## config.mk

```make
export PLATFORM = sky130hd
export DESIGN_NAME = dlssp_front
export DESIGN_NICKNAME = d
export VERILOG_FILES = /design/src/design/dense_linear_solver_scaled_pivot_assert.svh /design/src/design/dlssp_pkg.sv /design/src/design/dlssp_front.sv
export SDC_FILE = /design/constraint.sdc
export NUM_CORES = 1
export LEC_CHECK = 0
export BUFFER_PORTS_ARGS = -buffer_cell sky130_fd_sc_hd__clkbuf_2
export CAP_MARGIN = 25
export CORE_UTILIZATION = 39
export DETAILED_ROUTE_END_ITERATION = 7
export GPL_TIMING_DRIVEN = 0
export PLACE_DENSITY = 0.68
export SYNTH_ARGS = -nofsm -noshare
export SYNTH_HDL_FRONTEND = slang
export SYNTH_SLANG_ARGS = --single-unit
```

## constraint.sdc

```tcl
create_clock -name clk -period 2.9 [get_ports clk]
set_input_delay 0.29 -clock clk [delete_from_list [all_inputs] [get_ports clk]]
set_output_delay 0.29 -clock clk [all_outputs]
set_load 0.01 [all_outputs]
```

## src/design/dense_linear_solver_scaled_pivot_assert.svh

```systemverilog
// assertion macros for the scaled pivot solver
// used by the top level only, no other dependencies
`ifndef DENSE_LINEAR_SOLVER_SCALED_PIVOT_ASSERT_SVH
`define DENSE_LINEAR_SOLVER_SCALED_PIVOT_ASSERT_SVH
`ifndef SYNTHESIS
`define DLSSP_ASSERT(lbl, prop) \
    lbl: assert property (@(posedge clk) disable iff (!rst_n) prop) \
        else $error("dlssp assertion failed");
`define DLSSP_ASSERT_ALL(lbl, prop) \
    lbl: assert property (@(posedge clk) prop) else $error("dlssp check failed");
`else
`define DLSSP_ASSERT(lbl, prop)
`define DLSSP_ASSERT_ALL(lbl, prop)
`endif
`endif

```

## src/design/dlssp_pkg.sv

```systemverilog
// shared constants, types and q16.16 helpers for the scaled pivot solver
// no dependencies
package dlssp_pkg;

    localparam int SIZE     = 8;
    localparam int COLS     = SIZE + 1;
    localparam int IDX_W    = $clog2(SIZE);
    localparam int COL_W    = IDX_W + 1;
    localparam int DEPTH    = SIZE * COLS;
    localparam int ADDR_W   = $clog2(DEPTH);
    localparam int ROW_IN_W = 4;
    localparam int COL_IN_W = 5;
    localparam int DATA_W   = 32;
    localparam int Q_DEPTH  = 4;
    localparam int QP_W     = $clog2(Q_DEPTH);
    localparam int DV_W     = 48;
    localparam int CNT_W    = $clog2(DV_W);

    localparam logic signed [DATA_W-1:0] QMAX = 32'sh7FFF_FFFF;
    localparam logic signed [DATA_W-1:0] QMIN = 32'sh8000_0000;
    localparam logic [IDX_W-1:0] LAST_IDX = IDX_W'(SIZE - 1);
    localparam logic [IDX_W-1:0] PEN_IDX  = IDX_W'(SIZE - 2);
    localparam logic [COL_W-1:0] RHS_COL  = COL_W'(SIZE);

    typedef struct packed {
        logic                     wr;
        logic [IDX_W-1:0]         row;
        logic [COL_W-1:0]         col;
        logic signed [DATA_W-1:0] value;
        logic                     last;
    } elem_t;

    typedef struct packed {
        logic                     start;
        logic signed [DATA_W-1:0] num;
        logic signed [DATA_W-1:0] den;
    } div_req_t;

    typedef struct packed {
        logic                     done;
        logic                     dz;
        logic signed [DATA_W-1:0] quo;
    } div_rsp_t;

    typedef enum logic [5:0] {
        S_IDLE,
        S_SC_RD, S_SC_ACC,
        S_PV_INIT, S_PV_ORD, S_PV_DIV, S_PV_WAIT,
        S_SW_A, S_SW_B, S_SW_C,
        S_EL_ORD, S_EL_PRD, S_EL_DIV, S_EL_DWT, S_EL_RB, S_EL_RA, S_EL_MUL,
        S_EL_WR, S_EL_WM,
        S_FW_ORD, S_FW_RB, S_FW_RC, S_FW_MUL, S_FW_WR,
        S_BK_ORD, S_BK_SUM, S_BK_RD, S_BK_MUL, S_BK_ACC, S_BK_DRD, S_BK_DIV,
        S_BK_DWT,
        S_OUT
    } seq_state_t;

    function automatic logic signed [DATA_W-1:0] q_sat48(input logic signed [47:0] v);
        if (v > 48'sh0000_7FFF_FFFF)
            return QMAX;
        if (v < 48'shFFFF_8000_0000)
            return QMIN;
        return v[DATA_W-1:0];
    endfunction

    function automatic logic signed [DATA_W-1:0] q_abs(input logic signed [DATA_W-1:0] a);
        if (a == QMIN)
            return QMAX;
        return (a < 0) ? -a : a;
    endfunction

    function automatic logic signed [DATA_W-1:0] q_sub(input logic signed [DATA_W-1:0] a,
                                                      input logic signed [DATA_W-1:0] b);
        logic [DATA_W:0] d;
        d = {a[DATA_W-1], a} - {b[DATA_W-1], b};
        if (d[DATA_W] != d[DATA_W-1])
            return d[DATA_W] ? QMIN : QMAX;
        return d[DATA_W-1:0];
    endfunction

    // floor shift of the product, then saturate
    function automatic logic signed [DATA_W-1:0] q_mul_fin(input logic signed [63:0] p);
        return q_sat48(p[63:16]);
    endfunction

    function automatic logic [ADDR_W-1:0] elem_addr(input logic [IDX_W-1:0] r,
                                                    input logic [COL_W-1:0] c);
        return ADDR_W'(r) * ADDR_W'(COLS) + ADDR_W'(c);
    endfunction

endpackage

```

## src/design/dlssp_front.sv

```systemverilog
// front end: takes load words, checks index range, queues them for the sequencer
// depends on dlssp_pkg
module dlssp_front (
    input  logic                            clk,
    input  logic                            rst_n,
    input  logic                            in_valid,
    output logic                            in_stall,
    input  logic [dlssp_pkg::ROW_IN_W-1:0]  row_index,
    input  logic [dlssp_pkg::COL_IN_W-1:0]  col_index,
    input  logic signed [dlssp_pkg::DATA_W-1:0] value,
    input  logic                            last,
    output dlssp_pkg::elem_t                q_item,
    output logic                            q_valid,
    input  logic                            q_pop
);
    import dlssp_pkg::*;

    elem_t            q_mem [Q_DEPTH];
    logic [QP_W-1:0]  wptr_reg, wptr_next;
    logic [QP_W-1:0]  rptr_reg, rptr_next;
    logic [QP_W:0]    cnt_reg, cnt_next;
    logic             push;
    elem_t            item;

    assign in_stall = (cnt_reg == (QP_W+1)'(Q_DEPTH));
    assign push     = in_valid && !in_stall;
    assign q_valid  = (cnt_reg != '0);
    assign q_item   = q_mem[rptr_reg];

    always_comb
    begin
        item.wr    = ({1'b0, row_index} < (ROW_IN_W+1)'(SIZE))
                  && ({1'b0, col_index} <= (COL_IN_W+1)'(SIZE));
        item.row   = row_index[IDX_W-1:0];
        item.col   = col_index[COL_W-1:0];
        item.value = value;
        item.last  = last;
    end

    always_comb
    begin
        wptr_next = push ? wptr_reg + 1'b1 : wptr_reg;
        rptr_next = q_pop ? rptr_reg + 1'b1 : rptr_reg;
        cnt_next  = cnt_reg + (QP_W+1)'(push) - (QP_W+1)'(q_pop);
    end

    always_ff @(posedge clk)
    begin
        if (push)
            q_mem[wptr_reg] <= item;
    end

    always_ff @(posedge clk or negedge rst_n)
    begin
        if (!rst_n)
        begin
            wptr_reg <= '0;
            rptr_reg <= '0;
            cnt_reg  <= '0;
        end
        else
        begin
            wptr_reg <= wptr_next;
            rptr_reg <= rptr_next;
            cnt_reg  <= cnt_next;
        end
    end

endmodule

```

## Word level (Yosys, flattened, before mapping)

Memories as Yosys holds them, arrays and structs flattened.
Cells that the tools add are included.

- $add $sub $neg: 4
- Reductions and logical operators: 4
- $lt $le $gt $ge: 2
- Muxes and demuxes: 2
- Eq/ne operators: 1

Operators by type and width:

| operator | number |
|---|---|
| <= comparator 5 x 4 -> 1 bit, second input constant | 1 |
| adder 2 x 1 -> 2 bit, second input constant | 2 |
| less-than comparator 4 bit, second input constant | 1 |
| adder 3 x 1 -> 3 bit | 1 |
| equality test 3 bit, second input constant | 1 |
| nonzero test 3 bit | 1 |
| subtractor 3 x 1 -> 3 bit | 1 |
| logical AND 1 bit | 2 |
| 2-to-1 mux 1 bit | 2 |
| zero test 1 bit | 1 |

- Register bits after elaboration: 7
- Bits in writable memories: 164
- Memories kept: 1
- Bits of input ports: 46

Memories:

| memory | words | bits a word | read ports | clocked after memory_dff | write ports | line | text |
|---|---|---|---|---|---|---|---|
| q_mem | 4 | 41 | 1 | 0 | 1 | dlssp_front.sv:18 | `elem_t q_mem [Q_DEPTH];` |

## Longest topological paths before layout

Gate-level depths: netlist (run 1).

- Word-level depth: 5
- Mapped depth: 9
- Gate-level depth less buffers: 9

## Worst setup path before layout (run 1)

Ideal clock, no wire load.

- Path type: reg2reg
- Start: reg cnt_reg[1]
- End: reg cnt_reg[2]
- Setup slack: 0.733 ns
- Buffers on the path: 0
- Required time: 2.820 ns
- Data arrival time: 2.087 ns
- Stages on the path, launching flop included: 10
- Path through: dfrtp_1 -> nor3b_2 -> nand2b_1 -> ha_1 -> inv_1 -> ha_1 -> inv_1 -> fa_1 -> xnor2_1 -> xnor2_1

- Cells in the longest elaborated chain, start to end: 5

Ends and longest elaborated chain:

| what | line | text |
|---|---|---|
| start: declaration | dlssp_front.sv:21 | `logic [QP_W:0] cnt_reg, cnt_next;` |
| start signal: assignment | dlssp_front.sv:65 | `cnt_reg <= cnt_next;` |
| equality test 3 bit | dlssp_front.sv:25 | `assign in_stall = (cnt_reg == (QP_W+1)'(Q_DEPTH));` |
| via in_stall | dlssp_front.sv:7 | `output logic in_stall,` |
| zero test 1 bit | dlssp_front.sv:26 | `assign push = in_valid && !in_stall;` |
| logical AND 1 bit | dlssp_front.sv:26 |  |
| adder 3 x 1 -> 3 bit | dlssp_front.sv:44 | `cnt_next = cnt_reg + (QP_W+1)'(push) - (QP_W+1)'(q_pop);` |
| subtractor 3 x 1 -> 3 bit | dlssp_front.sv:44 |  |
| via cnt_next[2] | dlssp_front.sv:21 |  |

The timed path passes the listed nets, and every way through them passes these cells.
A chain may end at the register's enable or synchronous reset.

## Final worst setup path (run 1)

- Start: reg cnt_reg[1]
- End: reg cnt_reg[2]

- Cells in the longest elaborated chain, start to end: 5

Ends and longest elaborated chain:

| what | line |
|---|---|
| equality test 3 bit | dlssp_front.sv:25 |
| zero test 1 bit | dlssp_front.sv:26 |
| logical AND 1 bit | dlssp_front.sv:26 |
| adder 3 x 1 -> 3 bit (*) | dlssp_front.sv:44 |
| subtractor 3 x 1 -> 3 bit (*) | dlssp_front.sv:44 |
| via cnt_next[2] | dlssp_front.sv:21 |

Mark *: on every way through the listed nets, which the timed path passes. The rest lies on a longest branch.

==> impl_results.md, run 1 <==
* Via Count at 2913
* Final GP Congestion at 0.623
* Fin crit share at between 70% and 80%
* # DRC at 0
* Sequential-to-total area share from yosys stat at 79.2%
* Ranking of synthesized cells by area: edfxtp_1, mux4_2, dfrtp_1, buf_12, mux4_1
* Mapped Cells at roughly 260
* Post-synth EDFFs at 164
* Post-Layout Cell Count at 597
* Grt peak-use layer: met2
* Outcome: completed
* Post-Syn Area at 6440 um^2
* Share of layout cells above drive strength 1 at roughly 46%
* Pre-CTS setup slack at 0.621 ns
* # H-tree levels at 4
* Part of the power in registers at 42.6%
* Pwr Density at a little over 1000 nW/um^2
* First-pass GRT wire length at approximately 17000 um
* Worst R2R Path Depth at 9
* CP Class: flop to flop
* Sink Count at 171
* Number of DRC markers in iteration 0 at 182
* Sw Share at 28.4%
* Initial antenna violation count at 0
* Cell leakage power at 2.73 nW
* Number of global-route vias before repair at 3122
* GRT Total Usage at 14.2%
* DIE WIDTH at 130 um
* Depth of the worst hold-timing path at 2
* Detailed placement HPWL at between 6000 and 7000 um
* Measured slew at the worst slew-check pin at 0.589 ns
* Avg WL per Cell at around 18 um
* Util after Layout at 48.9%
* Crit path max fanout at 8
* Switch Pwr at roughly 2.3 mW
* Nets at 421
* CTS tree: yes
* Register clock-pin slew on the reported worst setup and hold paths at about 0.060 ns
* Met3 Use GR at under 10%
* Final-report setup violation count at 0
* Maxcap violations at 0
* Yosys top cell area share at 76.5%
* Hold Vio Cnt, Final at 0
* Diode count at 0
* PortBufs at 88
* Drt pass-1 iters at 4
* Total grt overflow at 0
* Die Y at between 100 and 150 um
* Most instantiated cells after synthesis: edfxtp_1, mux4_2, dfrtp_1
* Worst-case clock skew at approximately 0.0072 ns
* RSZ-0062 raised after global routing: false
* Core Footprint at between 15000 and 20000 um^2
* Post-synthesis register bit count at 171
* Worst path required time at 3.24 ns
* Type of origin of the critical path: flop
* Setup TNS at 0 ns
* Area leader, netlist: edfxtp_1
* Io pins at 89
* Longest Clk Path Bufs at 2
* Largest register FFs at roughly 160
* Final min period at 2.26 ns
* Logic gate share of total power at 30.3%
* Post-CTS Setup Bufs at 0
* Synthesis Warnings at 0
* GR Util met1 at 17.6%
* Synthesized area per cell at 25.1 um^2
* Std cell rows at 46
* Cell-internal power at 5.71 mW
* Crit path arrival time at 2.60 ns
* Fillers at 1339
* Clk_lat worst skew at 0.41 ns
* Yosys cell types at 22
* Multi-input gate area at 1210 um^2
* Peak VDD IR at 530 uV
* Crit path capture type: flop
* Starting Density at between 40% and 50%
* FF-to-FF setup slack at 0.64 ns
* Max Freq at about 0.44 GHz
* Largest net degree at the start of global routing at 26
* CTS root buf: clkbuf_16
* Post-synthesis async set-or-reset flop share at between 4 and 5%
* Placed Cells at between 500 and 600
* Worst hold slack at around 0.091 ns
* DR vias/cell at 4.88
* Slew headroom at 60.7%
* Drt total wl at 11000 um
* Num CTS Buffers at 17
* Portion of total power attributed to the clock network at a little over a quarter
* Top-count cell post-synth: edfxtp_1
* Synthesized Nets at ~310
* Worst setup margin at between 0.6 and 0.7 ns
* Remaining antenna violation count after routing at 0
* Met2 GRT Util at around 23%
* FF/Latch Area at 5100 um^2
* Count of final max-slew check failures at 0
* Hold Crit Class: primary input to flop
* Die Area at around 17000 um^2
* Layout overhead on the synthesized area at 21.5%
* Top_reg_cell synth: edfxtp_1
==> area by class of cell <==
class,instances,area share (%)
tap,216,3.46
clock buffer,18,5.49
multi-input combinational,70,15.4
sequential,171,65.2
timing repair buffer,93,6.78
inverter,5,0.240
buffer,10,1.47
clock inverter,14,1.90
==> worst paths after layout <==
kind	startpoint	to
max	cnt_reg[1]	cnt_reg[2]
min	q_pop	rptr_reg[0]
max reg2reg	cnt_reg[1]	cnt_reg[2]
min reg2reg	cnt_reg[0]	cnt_reg[0]
max in group asynchronous	rst_n	wptr_reg[1]
min in group asynchronous	rst_n	cnt_reg[1]
==> per-stage QoR <==
stage | total power [mW] | instance area (um^2)
after floorplan | 5.04 | 6440
after global placement | 5.86 | 7150
after detailed placement | 5.95 | 7230
after CTS | 8.13 | 7820
after global routing | 8.40 | 7820
final | 7.97 | 7820
==> layout by cell type, fill, tap and decap left out, drive strengths merged <==
| cell | Yosys | final |
|---|---|---|
| fa | 1 | 1 |
| or3 | 1 | 1 |
| mux4 | 41 | 41 |
| buf | 9 | 13 |
| o211ai | 2 | 2 |
| clkinvlp | 0 | 4 |
| bufinv | 0 | 2 |
| nand2b | 4 | 4 |
| nand2 | 2 | 2 |
| o31a | 1 | 1 |
| nand4bb | 2 | 2 |
| inv | 5 | 6 |
| nor3b | 1 | 1 |
| and3b | 4 | 4 |
| clkbuf | 1 | 107 |
| dfrtp | 7 | 7 |
| clkinv | 0 | 7 |
| edfxtp | 164 | 164 |
| nor3 | 1 | 1 |
| ha | 6 | 6 |
| xnor2 | 3 | 3 |
| dlygate4sd3 | 0 | 1 |
| xor2 | 1 | 1 |
==> per-layer routing <==
layer | vias to the layer above | wire [um]
li1 | 1313 | -
met1 | 1512 | 4700
met2 | 72 | 5580
met3 | 16 | 524
met4 | 0 | 202
met5 | - | 0
==> cells by family after synthesis <==
kind of cell,synth area share [%]
multiplexers,14.5
adder cells (fa/ha/maj),1.48
buffers and inverters,2.08
AND/OR/NAND/NOR,1.77
XOR/XNOR,0.544
AO/OA/AOI/OAI,0.369
flip-flops,79.2
==> worst max-delay path, stage by stage (launching register included) <==
cell	delay [ns]
dfrtp_1	0.46
nor3b_2	0.41
nand2b_1	0.16
ha_1	0.22
inv_1	0.05
ha_1	0.12
inv_1	0.05
fa_1	0.37
xnor2_1	0.20
xnor2_1	0.14
==> power groups by stage <==
stage	clock network [mW]	logic [mW]	registers [mW]
finish	2.16	2.41	3.40
global route	2.31	2.65	3.44
CTS	2.22	2.50	3.41
detailed placement	0	2.49	3.46
global placement	0	2.40	3.46
floorplan	0	1.61	3.42
==> timing repair <==
| action | 4_1_cts | 5_1_grt |
|---|---|---|
| gates resized for setup | 0 | 0 |
| hold buffers | 1 | 0 |
| endpoints found under the setup margin | 0 | 0 |
| hold endpoints to repair | 7 | 0 |
(Power assumes the default switching activity.)
==> run 2, diff against run 1 <==
clock period = 2.4 ns   (was 2.9 ns; I/O delays follow)
==> run 2 against run 1 <==
Register-to-register slack worse by 0.44 ns. Clock power rose by 21%. Critical path type unchanged. Utilization about the same. First-iteration DRC count increased by 2.7%. Global-route usage did not move. Largest power group unchanged. Clock skew about the same. Sequential share of layout area decreased by 0.052 points. Critical path depth unchanged. Setup slack got worse by 0.44 ns. Worst hold slack got worse by 0.050 ns. Cell count unchanged. Fmax grew 2.6%.
==> impl_results.md, run 2 (synthesized netlist as in run 1, its figures left out) <==
* Worst-case clock skew at 0.00722 ns (+0.0000163 ns)
* Most common cell after layout, fill and taps aside: edfxtp_1
* Post-Layout Cell Count at 597 (unchanged)
* CP Depth at 9 (unchanged)
* Maxcap violations at 0 (unchanged)
* RSZ-0062 raised after global routing: false
* Diode count at 0 (unchanged)
* Pwr Density at 1230 nW/um^2 (+21%)
* Largest net degree at the start of global routing at 26 (unchanged)
* Count of final max-slew check failures at 0 (unchanged)
* Remaining antenna violation count after routing at 0 (unchanged)
* Area post-placement at 7230 um^2 (unchanged)
* PortBufs at 88 (unchanged)
* Measured slew at the worst slew-check pin at 0.591 ns (+0.00245 ns)
* CTS tree: yes
* CP max stage delay at 0.48 ns (+0.02 ns)
* Io pins at 89 (unchanged)
* Worst path required time at 2.74 ns (-0.50 ns)
* # H-tree levels at 4 (unchanged)
* Total grt overflow at 0 (unchanged)
* Reg2Reg Launch Point: cnt_reg[1]
* Largest register FFs at 164 (unchanged)
* Avg WL per Cell at 18.5 um (+0.16%)
* Drt total wl at 11000 um (+0.16%)
* GRT Total Usage at 14.2% (unchanged)
* Buf/Inv on CP at 2 (unchanged)
* Num CTS Buffers at 17 (unchanged)
* Die Y at 130 um (unchanged)
* Peak VDD IR at 639 uV (+21%)
* Crit path max-delay family: adder cells
* Type of origin of the critical path: flop
* Post-CTS Setup Bufs at 0 (unchanged)
* First-pass GRT wire length at 16900 um (unchanged)
* Worst setup margin at 0.195 ns (-0.442 ns)
* Max Freq at 0.453 GHz (+2.6%)
* Cell leakage power at 2.74 nW (+0.11%)
* Share of layout cells above drive strength 1 at 45.9% (unchanged)
* Switch Pwr at 2.74 mW (+21%)
* Std cell rows at 46 (unchanged)
* Number of DRC markers in iteration 0 at 187 (+2.7%)
* DIE WIDTH at 130 um (unchanged)
* FF-to-FF setup slack at 0.19 ns (-0.44 ns)
* Detailed placement HPWL at 6880 um (unchanged)
* Crit path from: cnt_reg[1]
* Via Count at 2927 (+0.48%)
* Part of the power in registers at 42.7% (about the same)
* Cell-internal power at 6.90 mW (+21%)
* Outcome: completed
* Logic gate share of total power at 30.3% (about the same)
* Initial antenna violation count at 0 (unchanged)
* Hold Vio Cnt, Final at 0 (unchanged)
* RR Endpoint: cnt_reg[2]
* Final GP Congestion at 0.623 (unchanged)
* Placed Cells at 564 (unchanged)
* Worst hold slack at 0.0414 ns (-0.0497 ns)
* DR vias/cell at 4.90 (+0.48%)
* Portion of total power attributed to the clock network at 27.0% (about the same)
* Most frequent cells in the layout: edfxtp_1, clkbuf_2, mux4_2
* Layout overhead on the synthesized area at 21.6% (about the same)
* Final-report setup violation count at 0 (unchanged)
* Crit-path cells: nor3b_4 -> nand2b_1 -> ha_1 -> inv_1 -> ha_1 -> inv_1 -> fa_1 -> xnor2_1 -> xnor2_1
* Final min period at 2.21 ns (-0.0580 ns)
* Longest Clk Path Bufs at 2 (unchanged)
* Drt pass-1 iters at 4 (unchanged)
* CP Class: flop to flop
* Sink Count at 171 (unchanged)
* Nets at 421 (unchanged)
* Starting Density at 40.2% (unchanged)
* Worst R2R Path Depth at 9 (unchanged)
* Slew headroom at 60.6% (-0.16 points)
* Sw Share at 28.4% (about the same)
* Setup TNS at 0 ns (unchanged)
* Die Area at 17000 um^2 (unchanged)
* Crit path capture type: flop
* # DRC at 0 (unchanged)
* Crit path max fanout at 8 (unchanged)
* Fin crit share at 91.9% (+14 points)
* Post-route cell area at 7830 um^2 (about the same)
* CTS root buf: clkbuf_16
* Crit path arrival time at 2.55 ns (-0.05 ns)
* CP max-delay cell: dfrtp_1
* Number of global-route vias before repair at 3122 (unchanged)
* Clk_lat worst skew at 0.42 ns (about the same)
* Core Footprint at 16000 um^2 (unchanged)
* Pre-CTS setup slack at 0.121 ns (-0.500 ns)
* Hold Crit Class: primary input to flop
* Crit path to: cnt_reg[2]
* Register clock-pin slew on the reported worst setup and hold paths at 0.06 ns (about the same)
-- run 2: cell counts in the layout (fill, tap and decap cells not counted) --
No cell type changed its count.
-- run 2: final cells by class --
class                           count  area, um^2
Inverter                            5        18.8
Timing Repair Buffer               93         531
Multi-Input combinational cell     70        1210
Tap cell                          216         270
Clock inverter                     14         149
Buffer                             10         115
Fill cell                        1339        8170
Sequential cell                   171        5100
Clock buffer                       18         429
-- run 2: power by group through the flow --
stage,Sequential [mW],Combinational [mW],Clock [mW]
6_report,4.12,2.92,2.61
5_1_grt,4.17,3.21,2.79
4_1_cts,4.12,3.02,2.68
3_5_place_dp,4.18,3.01,0
3_3_place_gp,4.18,2.90,0
2_1_floorplan,4.14,1.95,0
-- run 2: how the worst min path moves through the flow --
stage / from / endpoint / slack (ns) / cells past startpoint
final: q_pop / rptr_reg[0] / 0.04 / 2
after CTS: q_pop / rptr_reg[0] / 0.01 / 2
after global placement: rst_n / wptr_reg[1] / 0.09 / 1
after detailed placement: rst_n / wptr_reg[1] / 0.09 / 1
after floorplan: rst_n / cnt_reg[0] / -0.06 / 0
after global routing: value[6] / q_mem[2][7] / 0.02 / 1
-- run 2: worst register-to-register path, stage by stage, from the launching register on --
cell and delay (ns):
dfrtp_1 0.48, nor3b_4 0.35, nand2b_1 0.15, ha_1 0.22
inv_1 0.05, ha_1 0.12, inv_1 0.05, fa_1 0.37
xnor2_1 0.20, xnor2_1 0.14
-- run 2: timing repair --
item                                   in CTS  in global routing
setup endpoints to repair                   0                  1
gates resized for setup                     0                  1
endpoints found under the hold margin       7                  0
hold buffers                                1                  0
-- run 2: stage by stage --
stage	util, %	power [mW]
3_5_place_dp	45.2	7.19
6_report	48.9	9.65
3_3_place_gp	44.7	7.08
2_1_floorplan	-	6.09
4_1_cts	48.9	9.83
5_1_grt	48.9	10.2
-- run 2: per-layer routing --
| layer | wire [um] | GRT usage (%) | share of wire (%) |
|---|---|---|---|
| met2 | 5550 | 23.1 | 50 |
| met5 | 0 | 0 | 0 |
| met4 | 204 | 5.88 | 1.9 |
| met3 | 574 | 4.48 | 5.2 |
| met1 | 4690 | 17.6 | 43 |
==> run 3, diff against run 2 <==
CELL_PAD_IN_SITES_DETAIL_PLACEMENT = 1   (was default)
CELL_PAD_IN_SITES_GLOBAL_PLACEMENT = 1   (was default)
PLACE_DENSITY = 0.74   (was 0.68)
==> run 3 against run 2 <==
Utilization hardly changed. Sequential share of layout area is 0.062 points lower. Clock skew is 0.0016 ns higher. Cell count is 0.34% higher. First-iteration DRC count is 22% lower. Sequential power hardly changed.
==> impl_results.md, run 3 (synthesized netlist as in run 1, its figures left out) <==
* Final-report setup violation count at 0 (unchanged)
* RR Endpoint: cnt_reg[2]
* Slew headroom at 67.9% (+7.3 points)
* GRT Total Usage at 14.7% (+0.51 points)
* # DRC at 0 (unchanged)
* Drt total wl at 11600 um (+5.4%)
* Met3 Use GR at 4.28% (-0.20 points)
* Share of layout cells above drive strength 1 at 46.2% (+0.28 points)
* Drt pass-1 iters at 4 (unchanged)
* Initial antenna violation count at 0 (unchanged)
* Die Y at 130 um (unchanged)
* Layout overhead on the synthesized area at 21.7% (about the same)
* Most common cell after layout, fill and taps aside: edfxtp_1
* Std cell rows at 46 (unchanged)
* WHS Endpoint: q_mem[3][38]
* Register clock-pin slew on the reported worst setup and hold paths at 0.07 ns (about the same)
* Diode count at 0 (unchanged)
* Avg WL per Cell at 19.4 um (+5.0%)
* First-pass GRT wire length at 17500 um (+3.9%)
* DIE WIDTH at 130 um (unchanged)
* CTS root buf: clkbuf_16
* Hold Vio Cnt, Final at 0 (unchanged)
* Starting Density at 40.2% (unchanged)
* Final GP Congestion at 0.696 (+12%)
* Depth of the worst hold-timing path at 1 (-1)
* Hold Crit Class: primary input to flop
* Grt peak-use layer: met2
* Clk_lat worst skew at 0.42 ns (about the same)
* Core Footprint at 16000 um^2 (unchanged)
* Crit path arrival time at 2.50 ns (-0.05 ns)
* Placed Cells at 564 (unchanged)
* Die Area at 17000 um^2 (unchanged)
* DR vias/cell at 4.86 (-0.88%)
* Worst-case clock skew at 0.00878 ns (+0.00156 ns)
* Crit path capture type: flop
* Measured slew at the worst slew-check pin at 0.482 ns (-0.110 ns)
* FF-to-FF setup slack at 0.23 ns (+0.04 ns)
* Pwr Density at 1240 nW/um^2 (+0.18%)
* Met2 GRT Util at 24.4% (+1.3 points)
* Area post-placement at 7230 um^2 (unchanged)
* Final min period at 2.17 ns (-0.0381 ns)
* Largest register FFs at 164 (unchanged)
* CP Class: flop to flop
* Remaining antenna violation count after routing at 0 (unchanged)
* Worst R2R Path Depth at 9 (unchanged)
* Type of origin of the critical path: flop
* Number of DRC markers in iteration 0 at 145 (-22%)
* Worst Min Path Start: row_index[1]
* # H-tree levels at 4 (unchanged)
* Count of final max-slew check failures at 0 (unchanged)
* Io pins at 89 (unchanged)
* Post-route cell area at 7830 um^2 (about the same)
* GR Util met1 at 18.0% (+0.45 points)
* Num CTS Buffers at 17 (unchanged)
* Outcome: completed
* Sink Count at 171 (unchanged)
* Most frequent cells in the layout: edfxtp_1, clkbuf_2, mux4_2
* Peak VDD IR at 699 uV (+9.3%)
* Reg2Reg Launch Point: cnt_reg[1]
* Total grt overflow at 0 (unchanged)
* Crit path max fanout at 6 (-2)
* Longest Clk Path Bufs at 2 (unchanged)
* Detailed placement HPWL at 7620 um (+11%)
* Largest net degree at the start of global routing at 28 (+7.7%)
* Fin crit share at 90.3% (-1.6 points)
* Via Count at 2911 (-0.55%)
* Cell leakage power at 2.75 nW (+0.30%)
* PortBufs at 88 (unchanged)
* Worst path required time at 2.74 ns (about the same)
* Crit path from: cnt_reg[1]
* Number of global-route vias before repair at 3164 (+1.3%)
* RSZ-0062 raised after global routing: false
* Maxcap violations at 0 (unchanged)
* Nets at 423 (+0.48%)
* Max Freq at 0.461 GHz (+1.8%)
* CTS tree: yes
* Post-Layout Cell Count at 599 (+0.34%)
run 3: final cells by class:
cell class,count,area [um^2]
fill,1490,8170
sequential,171,5100
multi-input combinational,70,1210
timing repair buffer,95,546
clock buffer,19,453
tap,216,270
clock inverter,13,118
buffer,10,115
inverter,5,18.8
run 3: power by group:
part / leakage [nW] / switching (mW) / internal [mW]
logic: 0.890 / 1.52 / 1.45
clock network: 0.270 / 1.10 / 1.49
registers: 1.59 / 0.189 / 3.94
run 3: routing by layer:
metal	vias up	share of wire, %
met5	-	0
met4	0	1.5
met3	11	3.8
met2	64	52
met1	1521	43
li1	1315	-
run 3: what timing repair did:
item,in CTS,in global routing
endpoints found under the setup margin,0,1
resized for setup,0,1
hold endpoints to repair,7,0
hold buffers,1,0
setup buffers,0,2
run 3: how the worst max path moves through the flow:
stage | to | slack (ns) | depth (start not counted)
6_report | cnt_reg[2] | 0.23 | 9
5_1_grt | cnt_reg[2] | 0.06 | 9
4_1_cts | cnt_reg[2] | 0.008 | 9
3_5_place_dp | cnt_reg[2] | 0.01 | 9
3_3_place_gp | q_mem[0][20] | -0.56 | 2
2_1_floorplan | cnt_reg[2] | 0.23 | 9
run 3: worst max-delay path: stages (launching register included):
cell and delay, ns:
dfrtp_1 0.48, nor3b_4 0.27, nand2b_1 0.15, ha_1 0.22, inv_1 0.06, ha_1 0.13, inv_1 0.05, fa_1 0.37
xnor2_1 0.21, xnor2_1 0.15
run 3: stage by stage:
step | hold slack [ns] | util (%) | setup WS [ns] | setup TNS, ns | total power [mW]
3_3_place_gp | 0.0887 | 44.7 | -0.563 | -89.36 | 7.07
5_1_grt | 0.0276 | 49.0 | 0.0647 | 0 | 10.2
4_1_cts | 0.0137 | 48.8 | 0.00778 | 0 | 9.81
3_5_place_dp | 0.0928 | 45.2 | 0.0105 | 0 | 7.22
2_1_floorplan | -0.0556 | - | 0.233 | 0 | 6.09
6_report | 0.0381 | 49.0 | 0.233 | 0 | 9.68
